`src/rtl/msialu_pkg.sv`:
```
`timescale 1ns / 1ps
package msialu_pkg;

  localparam int LANES_DEF     = 2;
  localparam int LANE_BITS_DEF = 32;
  localparam int VEC_W         = 64;
  localparam int MASK_W        = 2;
  localparam int OP_W          = 5;
  localparam int SCALAR_W      = 32;
  localparam int DIV_STEP      = 4;

  localparam logic [OP_W-1:0] OP_SET        = 5'd0;
  localparam logic [OP_W-1:0] OP_MOVE       = 5'd1;
  localparam logic [OP_W-1:0] OP_ADD        = 5'd2;
  localparam logic [OP_W-1:0] OP_SUB        = 5'd3;
  localparam logic [OP_W-1:0] OP_MUL        = 5'd4;
  localparam logic [OP_W-1:0] OP_DIV        = 5'd5;
  localparam logic [OP_W-1:0] OP_ABS        = 5'd6;
  localparam logic [OP_W-1:0] OP_GT         = 5'd7;
  localparam logic [OP_W-1:0] OP_LT         = 5'd8;
  localparam logic [OP_W-1:0] OP_EQ         = 5'd9;
  localparam logic [OP_W-1:0] OP_NOT        = 5'd10;
  localparam logic [OP_W-1:0] OP_OR         = 5'd11;
  localparam logic [OP_W-1:0] OP_AND        = 5'd12;
  localparam logic [OP_W-1:0] OP_COUNT      = 5'd13;
  localparam logic [OP_W-1:0] OP_HADD       = 5'd14;
  localparam logic [OP_W-1:0] OP_INTERLEAVE = 5'd15;
  localparam logic [OP_W-1:0] OP_FIRSTN     = 5'd16;

  typedef struct packed {
    logic [OP_W-1:0]            opcode;
    logic [VEC_W-1:0]           vector_a;
    logic [VEC_W-1:0]           vector_b;
    logic [VEC_W-1:0]           old_vector;
    logic [MASK_W-1:0]          lane_mask;
    logic [MASK_W-1:0]          second_mask;
    logic [MASK_W-1:0]          old_result_mask;
    logic signed [SCALAR_W-1:0] scalar_value;
  } msialu_in_t;

  typedef struct packed {
    logic [VEC_W-1:0]  result_vector;
    logic [MASK_W-1:0] result_mask;
    logic [1:0]        bit_count;
    logic              divide_by_zero;
  } msialu_out_t;

endpackage

```
`src/rtl/msialu_div.sv`:
```
`timescale 1ns / 1ps
module msialu_div import msialu_pkg::*; #(
  parameter int W = LANE_BITS_DEF
) (
  input  logic         clk,
  input  logic [W-1:0] dividend,
  input  logic [W-1:0] divisor,
  output logic [W-1:0] quotient
);

  localparam int NST = (W + DIV_STEP - 1) / DIV_STEP;
  localparam int PW  = NST * DIV_STEP;

  logic [W-1:0]  rem_r [NST];
  logic [PW-1:0] nq_r  [NST];
  logic [W-1:0]  den_r [NST];

  // Restoring division: each stage retires DIV_STEP quotient bits. The dividend
  // shifts out of the top of nq while quotient bits shift in at the bottom.
  for (genvar s = 0; s < NST; s++) begin : g_stage
    logic [W-1:0]  rem_nxt;
    logic [PW-1:0] nq_nxt;
    logic [W-1:0]  den_in;

    always_comb begin
      logic [W:0] trial;
      if (s == 0) begin
        rem_nxt = '0;
        nq_nxt  = PW'(dividend);
        den_in  = divisor;
      end else begin
        rem_nxt = rem_r[s-1];
        nq_nxt  = nq_r[s-1];
        den_in  = den_r[s-1];
      end
      for (int k = 0; k < DIV_STEP; k++) begin
        trial  = {rem_nxt, nq_nxt[PW-1]};
        nq_nxt = {nq_nxt[PW-2:0], 1'b0};
        if (trial >= {1'b0, den_in}) begin
          trial     = trial - {1'b0, den_in};
          nq_nxt[0] = 1'b1;
        end
        rem_nxt = trial[W-1:0];
      end
    end

    always_ff @(posedge clk) begin
      rem_r[s] <= rem_nxt;
      nq_r[s]  <= nq_nxt;
      den_r[s] <= den_in;
    end
  end

  assign quotient = nq_r[NST-1][W-1:0];

endmodule

```
`config.mk`:
```
export PLATFORM = sky130hd
export DESIGN_NAME = msialu_div
export DESIGN_NICKNAME = d
export VERILOG_FILES = /design/src/rtl/msialu_pkg.sv /design/src/rtl/msialu_div.sv
export SDC_FILE = /design/constraint.sdc
export NUM_CORES = 2
export LEC_CHECK = 0
export BUFFER_PORTS_ARGS = -buffer_cell sky130_fd_sc_hd__buf_2
export CAP_MARGIN = 20
export CELL_PAD_IN_SITES_DETAIL_PLACEMENT = 0
export CELL_PAD_IN_SITES_GLOBAL_PLACEMENT = 1
export CORE_ASPECT_RATIO = 0.75
export CORE_MARGIN = 2
export CORE_UTILIZATION = 30
export DETAILED_ROUTE_END_ITERATION = 8
export GPL_ROUTABILITY_DRIVEN = 0
export PLACE_DENSITY = 0.56
export REMOVE_ABC_BUFFERS = 1
export SLEW_MARGIN = 20
export SYNTH_ARGS = -nofsm -noshare
export SYNTH_HDL_FRONTEND = slang
export SYNTH_SLANG_ARGS = --single-unit
```
`constraint.sdc`:
```
create_clock -name clk -period 12.8 [get_ports clk]
set_input_delay 0.64 -clock clk [delete_from_list [all_inputs] [get_ports clk]]
set_output_delay 0.64 -clock clk [all_outputs]
set_load 0.05 [all_outputs]
```
==> reports/qor.yml <==
setup_path:
  cpPeakStageDelay_ps: 500
  cp_max_fo: 26
  cp_common_cell: "buf_4"
  r2r_setup_slack_ps: 500
  crit_family: "compound AO/OA/AOI/OAI gates"
  critPathKind: "reg2reg"
  critPathArrivalTime_ps: 12880
  cp_num_cells: 58
  cp_num_buf_inv: 15
  timing.rr.start: "den_r[5][30]"
  required_ps: 13380
  endpoint_kind: "flop"
  start_kind: "flop"
  reg2reg_depth: 58
  rr_endpoint: "rem_r[6][10]"
  slowest_stage: "ha_2"
timing:
  finalCriticalPeriod_ps: 12300
  setup_viol: 0
  hold_viol_final: 0
  slew-limit-headroom: 0.369
  fin_tns_setup_ps: 0
  worstMarginPinSlew_ps: 937
  min_period_over_period: 0.961
  fmax_mhz: 81.3
  slew_violations: 0
  fin_ws_ps: 498
  clock_skew_ps: 47.5
routing:
  drt_first_pass_iters: 6
  wl_per_cell_um: 21.5
  via_per_inst: 5.31
  vias: 71100
  ant_nets: 0
  first_iter_violations: 5771
  drc_errors: 0
  wirelength_um: 289000
floorplan:
  start_util: 0.302
  die_area_um2: 249000
  die_h_um: 433
  die_w_um: 576
  ios: 97
  core_um2: 244000
  rows: 157
yosys:
  yosysSeqAreaShare: 0.191
  synth_ff_type: "dfxtp_1"
  synth-seq-cells: 704
  avgSynthCellArea_um2: 8.08
  synth_common_cells: "994 x ha_1, 893 x a21oi_1, 704 x dfxtp_1"
  synth_edf_count: 0
  synth_top_area_frac: 0.191
  synthArstFlopShare: 0
  synthesis.area_um2: 73600
  synthCells: 9110
  synth_most_common_cell: "ha_1"
  yosysWarnings: 0
  synthTopCellsByArea: "dfxtp_1 19%, ha_1 17%, xnor2_1 6.5%, a21oi_1 6.1%, mux2_2 5.8%"
  synth_area_leader_cell: "dfxtp_1"
  synth_cell_type_count: 112
cts:
  cts_tree: "yes"
  cts_root_buf: "clkbuf_16"
  numCtsBuffers: 87
  cts_buffer_depth: 3
  cts_sinks: 704
  insertion_delay_ps: 750
  clk_pin_slew_worst_paths_ps: 60
  htreeDepth: 3
grt:
  antenna_found_initial: 20
  grt_usage: 0.223
  first_global_vias: 67200
  grt-ovfl-total: 0
  grt_max_degree: 46
  grt_pass1_wl_um: 428000
placed_design:
  pre_cts_ws_ps: -570
  io_buffers: 96
  dp.cells: 13200
  dp_hpwl_um: 244000
final_layout:
  fin_nets: 11100
  finalNonFillerCells: 13400
  syn_to_final_growth_pct: 20.2
  drive_gt1_frac: 0.186
  final_core_util: 0.363
pwr:
  ir_worst_vdd_mv: 0.172
  p_per_area_nw_per_um2: 147
  p_leak_nw: 42.7
run:
  max_cap_viol_count: 0
worst_hold_path:
  worstHoldPathType: "in2reg"
  worstHoldPathCells: 1
  min_from: "dividend[25]"
  min_to: "nq_r[0][29]"
run_status:
  status: "completed"
-- worst max path at each step --
stage                         to          from
detailed placement   rem_r[1][7]  den_r[0][20]
finish              rem_r[6][10]  den_r[5][30]
global placement     rem_r[1][7]   den_r[0][1]
floorplan            rem_r[4][1]   den_r[3][1]
global route        rem_r[2][27]   den_r[1][4]
CTS                  rem_r[1][7]  den_r[0][16]
-- cell families after synthesis --
group,after synthesis,synth area share
compound gates,2907,0.255
simple gates,2313,0.152
fa+ha+maj,1024,0.177
buf+inv,829,0.0462
xor+xnor,794,0.0945
flops,704,0.191
mux,539,0.0835
-- routing by layer --
layer / wire length [um] / vias up / share of wire / GRT usage
met3: 15300 / 216 / 0.053 / 0.0281
met4: 5420 / 2 / 0.019 / 0.0423
met5: 13 / - / 0.000045 / 0
met1: 152000 / 33900 / 0.53 / 0.344
li1: - / 35200 / - / -
met2: 116000 / 1731 / 0.40 / 0.327
-- metrics by stage --
| stage | total power [mW] | instance area, um^2 | hold WS, ps |
|---|---|---|---|
| after floorplan | 7.92 | 72500 | 310 |
| after global placement | 10.1 | 84400 | 310 |
| after detailed placement | 10.2 | 84400 | 312 |
| after CTS | 13.0 | 87800 | 24.6 |
| after global routing | 14.1 | 88500 | 28.2 |
| final | 13.0 | 88500 | 74.7 |
-- worst reg2reg max path, delay by kind of cell (launching register included) --
family	cells	cell delay, ps
AOI/OAI and AO/OA	26	5430
and+or+nand+nor	13	2000
buffers and inverters	15	2750
adders and majority gates	4	1460
DFF	1	480
-- flip-flops by register name, summed over array words and instances (netlist names) --
name,cells
nq_r,256
den_r,224
rem_r,224
-- layout by cell type, fill, tap and decap left out, types with 127 or more instances in the layout --
cell | Yosys | layout
inv_1 | 587 | 575
o21ai_0 | 566 | 530
nand2_1 | 641 | 641
ha_1 | 994 | 987
xor2_1 | 246 | 246
nand2b_1 | 127 | 127
a21o_1 | 451 | 451
buf_4 | 40 | 941
nor3_1 | 140 | 135
nand3_1 | 156 | 156
xnor2_1 | 548 | 548
o21a_1 | 130 | 130
dfxtp_1 | 704 | 686
nor2b_1 | 136 | 136
a21oi_1 | 893 | 879
nand4_1 | 139 | 139
nor2_1 | 592 | 589
mux2_2 | 377 | 377
-- repair_timing --
item | in CTS | in global routing
hold buffers | 22 | 0
pin swaps | 2 | 29
setup endpoints to repair | 102 | 199
cloned | 0 | 1
setup buffers | 6 | 23
gates resized for setup | 24 | 158
endpoints found under the hold margin | 22 | 0
-- area by class of cell --
type,instances,area [um^2]
fillers,25400,155000
multi-input cells,7577,56700
flip-flops and latches,704,14100
repair buffers,1088,8290
well taps,3259,4080
clock buffers,102,2360
inverters,600,2280
clock inverters,61,636
diodes,4,10.0
-- report_power, final --
| part | switching [mW] | leakage [nW] | internal (mW) |
|---|---|---|---|
| logic | 4.43 | 35.4 | 3.53 |
| registers | 0.130 | 5.85 | 2.34 |
| clock network | 1.18 | 1.43 | 1.42 |
No activity file was read; power rests on OpenSTA's default activity.
